### src/ffba_pkg.sv
// ----------------------------------------------------------------------------
// ffba_pkg: shared types and codes
// Transaction payloads, result codes and datapath commands of the allocator.
// ----------------------------------------------------------------------------
`default_nettype none

package ffba_pkg;

  localparam int MEM_CELLS_DEF  = 128;
  localparam int MAX_BLOCKS_DEF = 128;
  localparam logic [7:0] MEM_SIZE_RESET = 8'd128;

  // operation codes
  localparam logic [1:0] FUNC_ALLOC  = 2'd0;
  localparam logic [1:0] FUNC_ERASE  = 2'd1;
  localparam logic [1:0] FUNC_DEFRAG = 2'd2;

  // result codes
  localparam logic [1:0] ST_ALLOC   = 2'd0;
  localparam logic [1:0] ST_NULL    = 2'd1;
  localparam logic [1:0] ST_ILLEGAL = 2'd2;

  typedef struct packed {
    logic [1:0]         func;
    logic [7:0]         alloc_length;
    logic signed [31:0] erase_number;
  } in_item_t;

  typedef struct packed {
    logic [1:0] status;
    logic [7:0] given_number;
  } out_item_t;

  typedef enum logic [3:0] {
    CMD_NONE,
    CMD_CLEAR,
    CMD_LOAD,
    CMD_SCAN_INIT,
    CMD_A_SCAN,
    CMD_FILL,
    CMD_E_LATCH,
    CMD_CLR_WR,
    CMD_D_SCAN,
    CMD_ZERO
  } dp_cmd_t;

  typedef struct packed {
    logic       clear_done;
    logic       a_null;
    logic       e_bad;
    logic       live;
    logic       found;
    logic       scan_end;
    logic       wr_last;
    logic       zero_done;
    logic [1:0] func;
    logic [7:0] given;
  } dp_status_t;

endpackage

`default_nettype wire

### src/first_fit_block_allocator.sv
// ----------------------------------------------------------------------------
// first_fit_block_allocator: first-fit cell allocator with compaction
// Alloc, erase and defragment over a map of cell owners.
// ----------------------------------------------------------------------------
// Input transactions (in_valid/in_ready) carry func, alloc_length and
// erase_number. Alloc answers with one result transaction: allocated with a
// block number, or null. Erase answers only when the number is illegal;
// defragment never answers. Results leave through out_valid/out_ready.
// The cfg channel writes mem_size; it is always ready and is meant to be
// used only while the block is idle.
// One transaction is worked at a time, one cell per cycle on the owner RAM
// port: alloc scans up to mem_size cells, then writes each granted cell;
// erase clears the cells of the block; defragment runs a packing scan, then
// zeros the freed tail. A result waits in an output register; the next
// transaction is taken while it waits, and the block only stalls when a
// second result is ready before the first is taken.
// After reset a clearing pass zeros the owner map and live flags; in_ready
// stays low during it.
// ----------------------------------------------------------------------------
`default_nettype none

module first_fit_block_allocator #(
  parameter int MEM_CELLS  = ffba_pkg::MEM_CELLS_DEF,
  parameter int MAX_BLOCKS = ffba_pkg::MAX_BLOCKS_DEF
) (
  input  wire logic                clk,
  input  wire logic                rst,
  input  wire logic                in_valid,
  output logic                     in_ready,
  input  wire ffba_pkg::in_item_t  in_item,
  output logic                     out_valid,
  input  wire logic                out_ready,
  output ffba_pkg::out_item_t      out_item,
  input  wire logic                cfg_valid,
  output logic                     cfg_ready,
  input  wire logic [7:0]          cfg_data
);
  import ffba_pkg::*;

  logic [7:0] mem_size;
  dp_cmd_t    cmd;
  dp_status_t status;

  // single config register, writes land immediately
  assign cfg_ready = 1'b1;

  always_ff @(posedge clk) begin
    if (rst) begin
      mem_size <= MEM_SIZE_RESET;
    end else if (cfg_valid) begin
      mem_size <= cfg_data;
    end
  end

  ffba_ctrl u_ctrl (
    .clk(clk), .rst(rst),
    .in_valid(in_valid), .in_ready(in_ready),
    .out_valid(out_valid), .out_ready(out_ready), .out_item(out_item),
    .cmd(cmd), .status(status)
  );

  ffba_dp #(.MEM_CELLS(MEM_CELLS), .MAX_BLOCKS(MAX_BLOCKS)) u_dp (
    .clk(clk), .rst(rst), .cmd(cmd), .in_item(in_item),
    .mem_size(mem_size), .status(status)
  );

  // no transaction is taken in the first cycle of the clearing pass
  a_clear_blocks: assert property (@(posedge clk) disable iff (rst)
    $past(rst) |-> !in_ready)
    else $error("input taken during clearing pass");

  // work is one transaction at a time: busy right after an accept
  a_busy_after_accept: assert property (@(posedge clk) disable iff (rst)
    (in_valid && in_ready) |=> !in_ready)
    else $error("second transaction accepted while busy");

  // only a grant carries a block number, and a grant never carries zero
  a_number_rule: assert property (@(posedge clk) disable iff (rst)
    out_valid |-> ((out_item.status == ST_ALLOC) == (out_item.given_number != 8'd0)))
    else $error("block number does not match result code");

endmodule

`default_nettype wire

### src/ffba_ram.sv
// ----------------------------------------------------------------------------
// ffba_ram: generic RAM
// One write port, one read port with registered read data.
// ----------------------------------------------------------------------------
`default_nettype none

module ffba_ram #(
  parameter int WIDTH = 8,
  parameter int DEPTH = 2
) (
  input  wire logic                     clk,
  input  wire logic                     we,
  input  wire logic [$clog2(DEPTH)-1:0] waddr,
  input  wire logic [WIDTH-1:0]         wdata,
  input  wire logic [$clog2(DEPTH)-1:0] raddr,
  output logic      [WIDTH-1:0]         rdata
);

  logic [WIDTH-1:0] mem [DEPTH];

  always_ff @(posedge clk) begin
    if (we) begin
      mem[waddr] <= wdata;
    end
    rdata <= mem[raddr];
  end

endmodule

`default_nettype wire

### src/ffba_dp.sv
// ----------------------------------------------------------------------------
// ffba_dp: allocator datapath
// Cell owner map, block span and live stores, scan cursors and counters.
// ----------------------------------------------------------------------------
`default_nettype none

module ffba_dp #(
  parameter int MEM_CELLS  = 128,
  parameter int MAX_BLOCKS = 128
) (
  input  wire logic                 clk,
  input  wire logic                 rst,
  input  wire ffba_pkg::dp_cmd_t    cmd,
  input  wire ffba_pkg::in_item_t   in_item,
  input  wire logic [7:0]           mem_size,
  output ffba_pkg::dp_status_t      status
);
  import ffba_pkg::*;

  localparam int CA      = $clog2(MEM_CELLS + 1);
  localparam int BA      = $clog2(MAX_BLOCKS + 1);
  localparam int CW      = $clog2(MEM_CELLS + 2);
  localparam int SW      = (CW > 8) ? CW : 8;
  localparam int CLR_MAX = (MEM_CELLS > MAX_BLOCKS) ? MEM_CELLS : MAX_BLOCKS;
  localparam int KW      = $clog2(CLR_MAX + 1);
  localparam logic [CW-1:0] CELL_LAST = CW'(MEM_CELLS);
  localparam logic [BA-1:0] BLK_LAST  = BA'(MAX_BLOCKS);

  // item
  logic [1:0]  func;
  logic [7:0]  len;
  logic [31:0] xnum;
  // cursors
  logic [CW-1:0] cur, rd_cell, run, wall, wp, wend;
  logic          rd_pend;
  logic [BA-1:0] prev, blocks_issued, blk;
  logic [CA-1:0] cur_first;
  logic [KW-1:0] clr;

  // RAM ports
  logic          own_we;
  logic [CA-1:0] own_waddr, own_raddr;
  logic [BA-1:0] own_wdata, owner_rdata;
  logic          span_we;
  logic [BA-1:0] span_waddr;
  logic [2*CA-1:0] span_wdata, span_rdata;
  logic          live_we, live_wdata, live_rdata;
  logic [BA-1:0] live_waddr;

  logic [SW-1:0] msz, sz_w;
  logic [CW-1:0] sz, limit, run_new, start_c, wpos;
  logic          issue, found, scan_end, dwrite, new_blk;
  logic [BA-1:0] xaddr, blk_next;
  logic [CA-1:0] dfirst;

  assign msz      = SW'(mem_size);
  assign sz_w     = (msz > SW'(MEM_CELLS)) ? SW'(MEM_CELLS) : msz;
  assign sz       = sz_w[CW-1:0];
  assign limit    = (cmd == CMD_D_SCAN) ? CELL_LAST : sz;
  assign issue    = (cur <= limit);
  assign run_new  = (owner_rdata == '0) ? run + CW'(1) : '0;
  assign found    = (cmd == CMD_A_SCAN) && rd_pend && (SW'(run_new) == SW'(len));
  assign scan_end = !rd_pend && !issue;
  assign start_c  = rd_cell - CW'(len) + CW'(1);
  assign xaddr    = xnum[BA-1:0];
  assign blk_next = blocks_issued + BA'(1);
  assign dwrite   = (cmd == CMD_D_SCAN) && rd_pend && (owner_rdata != '0);
  assign new_blk  = (owner_rdata != prev);
  assign wpos     = wall + CW'(1);
  assign dfirst   = new_blk ? wpos[CA-1:0] : cur_first;
  assign own_raddr = issue ? cur[CA-1:0] : '0;

  always_comb begin
    own_we     = 1'b0;
    own_waddr  = wp[CA-1:0];
    own_wdata  = '0;
    span_we    = 1'b0;
    span_waddr = xaddr;
    span_wdata = '0;
    live_we    = 1'b0;
    live_waddr = xaddr;
    live_wdata = 1'b0;
    unique case (cmd)
      CMD_CLEAR: begin
        own_we     = (clr <= KW'(MEM_CELLS));
        own_waddr  = clr[CA-1:0];
        live_we    = (clr <= KW'(MAX_BLOCKS));
        live_waddr = clr[BA-1:0];
      end
      CMD_A_SCAN: begin
        span_we    = found;
        span_waddr = blk_next;
        span_wdata = {start_c[CA-1:0], rd_cell[CA-1:0]};
        live_we    = found;
        live_waddr = blk_next;
        live_wdata = 1'b1;
      end
      CMD_FILL: begin
        own_we    = 1'b1;
        own_wdata = blk;
      end
      CMD_E_LATCH: begin
        live_we = 1'b1;
      end
      CMD_CLR_WR: begin
        own_we = 1'b1;
      end
      CMD_D_SCAN: begin
        own_we     = dwrite;
        own_waddr  = wpos[CA-1:0];
        own_wdata  = owner_rdata;
        span_we    = dwrite;
        span_waddr = owner_rdata;
        span_wdata = {dfirst, wpos[CA-1:0]};
      end
      CMD_ZERO: begin
        own_we = (wp <= CELL_LAST);
      end
      default: ;
    endcase
  end

  always_ff @(posedge clk) begin
    if (rst) begin
      clr           <= '0;
      blocks_issued <= '0;
      rd_pend       <= 1'b0;
    end else begin
      unique case (cmd)
        CMD_CLEAR: begin
          if (clr != KW'(CLR_MAX)) begin
            clr <= clr + KW'(1);
          end
        end
        CMD_LOAD: begin
          func <= in_item.func;
          len  <= in_item.alloc_length;
          xnum <= in_item.erase_number;
        end
        CMD_SCAN_INIT: begin
          cur     <= CW'(1);
          rd_pend <= 1'b0;
          run     <= '0;
          wall    <= '0;
          prev    <= '0;
        end
        CMD_A_SCAN, CMD_D_SCAN: begin
          rd_pend <= issue;
          rd_cell <= cur;
          if (issue) begin
            cur <= cur + CW'(1);
          end
          if (rd_pend) begin
            run  <= run_new;
            prev <= owner_rdata;
          end
          if (found) begin
            blocks_issued <= blk_next;
            blk           <= blk_next;
            wp            <= start_c;
            wend          <= rd_cell;
          end
          if (dwrite) begin
            wall <= wpos;
            if (new_blk) begin
              cur_first <= wpos[CA-1:0];
            end
          end
          if ((cmd == CMD_D_SCAN) && scan_end) begin
            wp <= wpos;
          end
        end
        CMD_FILL, CMD_CLR_WR, CMD_ZERO: begin
          wp <= wp + CW'(1);
        end
        CMD_E_LATCH: begin
          wp   <= CW'(span_rdata[2*CA-1:CA]);
          wend <= CW'(span_rdata[CA-1:0]);
        end
        default: ;
      endcase
    end
  end

  ffba_ram #(.WIDTH(BA), .DEPTH(MEM_CELLS + 1)) u_owner (
    .clk(clk), .we(own_we), .waddr(own_waddr), .wdata(own_wdata),
    .raddr(own_raddr), .rdata(owner_rdata)
  );

  ffba_ram #(.WIDTH(2 * CA), .DEPTH(MAX_BLOCKS + 1)) u_span (
    .clk(clk), .we(span_we), .waddr(span_waddr), .wdata(span_wdata),
    .raddr(xaddr), .rdata(span_rdata)
  );

  ffba_ram #(.WIDTH(1), .DEPTH(MAX_BLOCKS + 1)) u_live (
    .clk(clk), .we(live_we), .waddr(live_waddr), .wdata(live_wdata),
    .raddr(xaddr), .rdata(live_rdata)
  );

  always_comb begin
    status.clear_done = (clr == KW'(CLR_MAX));
    status.a_null     = (blocks_issued >= BLK_LAST) || (len == 8'd0) ||
                        (SW'(len) > sz_w);
    status.e_bad      = xnum[31] || (xnum == 32'd0) || (xnum > 32'(blocks_issued));
    status.live       = live_rdata;
    status.found      = found;
    status.scan_end   = scan_end;
    status.wr_last    = (wp == wend);
    status.zero_done  = (wp > CELL_LAST);
    status.func       = func;
    status.given      = 8'(blk);
  end

endmodule

`default_nettype wire

### src/ffba_ctrl.sv
// ----------------------------------------------------------------------------
// ffba_ctrl: allocator controller
// Sequences each operation and holds the result register.
// ----------------------------------------------------------------------------
`default_nettype none

module ffba_ctrl (
  input  wire logic                  clk,
  input  wire logic                  rst,
  input  wire logic                  in_valid,
  output logic                       in_ready,
  output logic                       out_valid,
  input  wire logic                  out_ready,
  output ffba_pkg::out_item_t        out_item,
  output ffba_pkg::dp_cmd_t          cmd,
  input  wire ffba_pkg::dp_status_t  status
);
  import ffba_pkg::*;

  typedef enum logic [3:0] {
    S_CLEAR, S_IDLE, S_DECODE, S_A_SCAN, S_A_FILL,
    S_E_CHK, S_E_CLR, S_D_SCAN, S_D_ZERO, S_RESP
  } state_t;

  state_t     state;
  logic [1:0] res_code;

  assign in_ready = (state == S_IDLE);

  always_comb begin
    cmd = CMD_NONE;
    unique case (state)
      S_CLEAR:  cmd = CMD_CLEAR;
      S_IDLE:   cmd = in_valid ? CMD_LOAD : CMD_NONE;
      S_DECODE: begin
        if (((status.func == FUNC_ALLOC) && !status.a_null) ||
            (status.func == FUNC_DEFRAG)) begin
          cmd = CMD_SCAN_INIT;
        end
      end
      S_A_SCAN: cmd = CMD_A_SCAN;
      S_A_FILL: cmd = CMD_FILL;
      S_E_CHK:  cmd = status.live ? CMD_E_LATCH : CMD_NONE;
      S_E_CLR:  cmd = CMD_CLR_WR;
      S_D_SCAN: cmd = CMD_D_SCAN;
      S_D_ZERO: cmd = status.zero_done ? CMD_NONE : CMD_ZERO;
      S_RESP:   cmd = CMD_NONE;
      default:  cmd = CMD_NONE;
    endcase
  end

  always_ff @(posedge clk) begin
    if (rst) begin
      state     <= S_CLEAR;
      out_valid <= 1'b0;
    end else begin
      // in S_RESP a taken result is replaced by the new one below
      if (out_ready && (state != S_RESP)) begin
        out_valid <= 1'b0;
      end
      unique case (state)
        S_CLEAR: if (status.clear_done) state <= S_IDLE;
        S_IDLE:  if (in_valid) state <= S_DECODE;
        S_DECODE: begin
          priority if (status.func == FUNC_ALLOC) begin
            if (status.a_null) begin
              res_code <= ST_NULL;
              state    <= S_RESP;
            end else begin
              state <= S_A_SCAN;
            end
          end else if (status.func == FUNC_ERASE) begin
            if (status.e_bad) begin
              res_code <= ST_ILLEGAL;
              state    <= S_RESP;
            end else begin
              state <= S_E_CHK;
            end
          end else if (status.func == FUNC_DEFRAG) begin
            state <= S_D_SCAN;
          end else begin
            state <= S_IDLE;
          end
        end
        S_A_SCAN: begin
          priority if (status.found) begin
            state <= S_A_FILL;
          end else if (status.scan_end) begin
            res_code <= ST_NULL;
            state    <= S_RESP;
          end
        end
        S_A_FILL: begin
          if (status.wr_last) begin
            res_code <= ST_ALLOC;
            state    <= S_RESP;
          end
        end
        S_E_CHK: begin
          if (status.live) begin
            state <= S_E_CLR;
          end else begin
            res_code <= ST_ILLEGAL;
            state    <= S_RESP;
          end
        end
        S_E_CLR:  if (status.wr_last) state <= S_IDLE;
        S_D_SCAN: if (status.scan_end) state <= S_D_ZERO;
        S_D_ZERO: if (status.zero_done) state <= S_IDLE;
        S_RESP: begin
          if (!out_valid || out_ready) begin
            out_valid             <= 1'b1;
            out_item.status       <= res_code;
            out_item.given_number <= (res_code == ST_ALLOC) ? status.given : 8'd0;
            state                 <= S_IDLE;
          end
        end
        default: state <= S_IDLE;
      endcase
    end
  end

endmodule

`default_nettype wire
### config.mk
export PLATFORM = sky130hd
export DESIGN_NAME = first_fit_block_allocator
export DESIGN_NICKNAME = d
export VERILOG_FILES = /design/src/ffba_pkg.sv /design/src/first_fit_block_allocator.sv /design/src/ffba_ram.sv /design/src/ffba_dp.sv /design/src/ffba_ctrl.sv
export SDC_FILE = /design/constraint.sdc
export NUM_CORES = 2
export LEC_CHECK = 0
export BUFFER_PORTS_ARGS = -buffer_cell sky130_fd_sc_hd__clkbuf_2
export CORE_UTILIZATION = 59
export CTS_BUF_LIST = sky130_fd_sc_hd__clkbuf_4
export DETAILED_ROUTE_END_ITERATION = 12
export PLACE_DENSITY = 0.78
export SETUP_SLACK_MARGIN = 0.4
export SYNTH_ARGS = -nofsm -noshare
export SYNTH_HDL_FRONTEND = slang
export SYNTH_HIERARCHICAL = 1
export SYNTH_SLANG_ARGS = --single-unit
### constraint.sdc
create_clock -name clk -period 9.1 [get_ports clk]
set_input_delay 1.82 -clock clk [delete_from_list [all_inputs] [get_ports clk]]
set_output_delay 1.82 -clock clk [all_outputs]
set_load 0.05 [all_outputs]
==> results.md <==
- Setup CP Type: reg -> reg
- Worst hold slack: approximately 450 ps
- GRT Overall Usage: 0.283
- IO buf count: 66
- Least-Margin Pin Slew: between 1000 and 1500 ps
- Worst path depth: 31
- Syn_nets: 7,365
- Post_cts resized: 0
- First-pass GRT wire length: 483 mm
- CP delay by family, top: compound AO/OA/AOI/OAI gates
- Synth async-reset ratio: 0
- Largest net degree at the start of global routing: 148
- Number of synthesized flops with an enable pin: about 3,400
- Synth Instances: 7,263
- CTS tree: built
- # hold bufs at CTS: 0
- Row count: 175
- Finish-stage setup viols: 0
- Pwr/cell area: a little over 200 nW/um^2
- Wire per inst: 28.6 um
- Clk_lat worst skew: 1500 ps
- Core area: around 230,000 um^2
- Rel. slew slack: 0.0712
- Routed Antenna Nets: 0
- Max VDD drop: 0.154 mV
- Max-Cap Viols: 0
- Non-Filler Instances: between 10,000 and 15,000
- Register area: ~100,000 um^2
- Slew Viols, Final: 0
- Status: finished, final reports clean
- Synth cell count leaders: 3,351 x edfxtp_1, 554 x nor2_1, 553 x mux2i_1
- Clock transition at the registers of the reported paths: 70 ps
- Initial drt markers: 9,956
- Share of cells above drive strength 1: 0.261
- Residual DRC: 0
- Top_reg_cell synth: edfxtp_1
- Highest-delay cell along the critical path: a311oi_1
- CP arrival: roughly 9400 ps
- Post-DP HPWL: just under 200 mm
- RSZ-0062 raised after global routing: false
- #FFs+latches synth: between 3,000 and 4,000
- Antenna violations before repair: 11
- Leak Pwr: between 50 and 60 nW
- Cell variety after synth: 95
- Avg Cell Area, Syn: 18.7 um^2
- # IOs: 68
- Max Freq: approximately 120 MHz
- CP required: roughly 10,000 ps
- Sequential fraction of the synthesis area: 0.748
- Fill count: 14,900
- Die H: between 400 and 500 um
- Cell with the most instances after synthesis: edfxtp_1
- Initial Util: 0.596
- Multi-input gate area: between 30,000 and 40,000 um^2
- Worst Hold Class: reg -> reg
- Final Hold Violating Endpoints: 0
- R2R depth: 31
- Nets@finish: a little over 8,000
- Area grow syn2layout: 10.2%
- Setup Buffers After CTS: 0
- Post-Route WL: 330 mm
- Worst Setup End Kind: register
- Vias/cell: between 6 and 7
- Mapped Area: 136,000 um^2
- Startpoint Class: register
- Worst Clk Skew: approximately 210 ps
- Root buffer selected by CTS: clkbuf_4
- CTS Buf Count: 815
- GP Congestion: between 0.9 and 1
- YS warnings: 6
- Vias in the first global route: about 75,000
- Hold Path Depth: 2
- CP peak stage delay: between 600 and 700 ps
- Setup_tns: 0 ps
- Initial DRT Pass Iterations: 8
- H-Tree Depth: 6
- Period utilization: 0.895
- Grt ovf: 0
- Share of the synthesized area in the top cell type: 0.740
- Via count: around 75,000
- Number of cells after detailed placement: just over 10,000
- Final core area utilization: 0.657
- Dominant cell type by area after synthesis: edfxtp_1
- Critical path fanouts, max: 30
- CTS max path bufs: 4
- Crit path buffers/inverters: 3
- Clock sink total: 3,406
- Die X: 482 um
- Minimum clock period: 8140 ps
- Die area: around 230,000 um^2
- Ranking of synthesized cells by area: edfxtp_1 74%, mux4_2 9.0%, mux2i_1 4.1%
[per-layer routing]
layer	share of wire	GRT usage	wire (um)	vias to the layer above
li1	-	-	-	31400
met1	0.37	0.381	121000	37800
met2	0.47	0.440	156000	4944
met3	0.12	0.0802	40000	872
met4	0.040	0.117	13100	12
met5	0.00035	0	115	-
[cells in the final DEF (no fill, tap or decap), types with 55 or more instances in the layout]
cell | netlist | final
edfxtp_1 | 3351 | 3351
clkbuf_4 | 0 | 1125
mux2i_1 | 553 | 553
nor2_1 | 554 | 548
mux4_2 | 541 | 541
buf_4 | 68 | 237
nand2_1 | 221 | 216
clkinv_1 | 1 | 174
o22ai_1 | 157 | 157
a21oi_1 | 130 | 129
nand3_1 | 115 | 115
mux2_2 | 93 | 93
nor2b_1 | 89 | 87
a22oi_1 | 84 | 84
nor3_1 | 84 | 83
a211oi_1 | 78 | 78
clkbuf_2 | 1 | 66
dfxtp_1 | 55 | 55
[worst reg2reg max path, delay by kind of cell, from the launching register on]
family	cells	cell delay, ps
AND/OR/NAND/NOR	10	2370
AO/OA/AOI/OAI	16	3450
buffers and inverters	3	1170
adder cells (fa/ha/maj)	2	560
flip-flops	1	380
[cell type report]
cell class                 count  area share
antenna                       18    0.000301
multi-input combinational   3386       0.213
inverter                      46     0.00116
tap                         3009      0.0251
sequential                  3406       0.679
clock inverter               233     0.00908
clock buffer                1125      0.0564
timing repair buffer         317      0.0160
[per-stage QoR]
stage / total power [W] / setup slack [ps] / area (um^2)
floorplan: 0.0183 / 429 / 136000
global placement: 0.0187 / 1220 / 140000
detailed placement: 0.0188 / 1200 / 140000
CTS: 0.0305 / 1140 / 150000
global route: 0.0314 / 530 / 150000
finish: 0.0304 / 956 / 150000
[worst paths after layout]
| path | end | slack, ps | from |
|---|---|---|---|
| max reg2reg | u_dp/u_owner/rdata[7] | 960 | mem_size[7] |
| min | u_dp/u_owner/rdata[1] | 450 | u_dp/u_owner/mem[128][1] |
| min reg2reg | u_dp/u_owner/rdata[1] | 450 | u_dp/u_owner/mem[128][1] |
| max | u_dp/u_owner/rdata[7] | 960 | mem_size[7] |
[logic make-up after synthesis]
| logic type | Yosys count | share of synthesized area |
|---|---|---|
| AO/OA/AOI/OAI | 793 | 0.0411 |
| XOR/XNOR | 66 | 0.00425 |
| other | 1 | 0.0000276 |
| buffers and inverters | 471 | 0.0189 |
| multiplexers | 1195 | 0.139 |
| adder cells (fa/ha/maj) | 47 | 0.00438 |
| AND/OR/NAND/NOR | 1284 | 0.0441 |
| flip-flops | 3406 | 0.748 |
[sequential cells by signal, indices dropped and copies added (netlist names), 10 cells and up]
register	flops
u_dp/u_span/mem	2064
u_dp/u_owner/mem	1032
u_dp/u_live/mem	129
u_dp/xnum	32
u_dp/u_span/rdata	16
u_ctrl/out_item	10
[where the power goes]
part	total, W	switching, W	internal [W]
clock network	0.0119	0.00582	0.00608
registers	0.0172	0.0000873	0.0171
logic	0.00125	0.000900	0.000354
total	0.0304	0.00681	0.0235
Power figures use the tool's default switching activity.
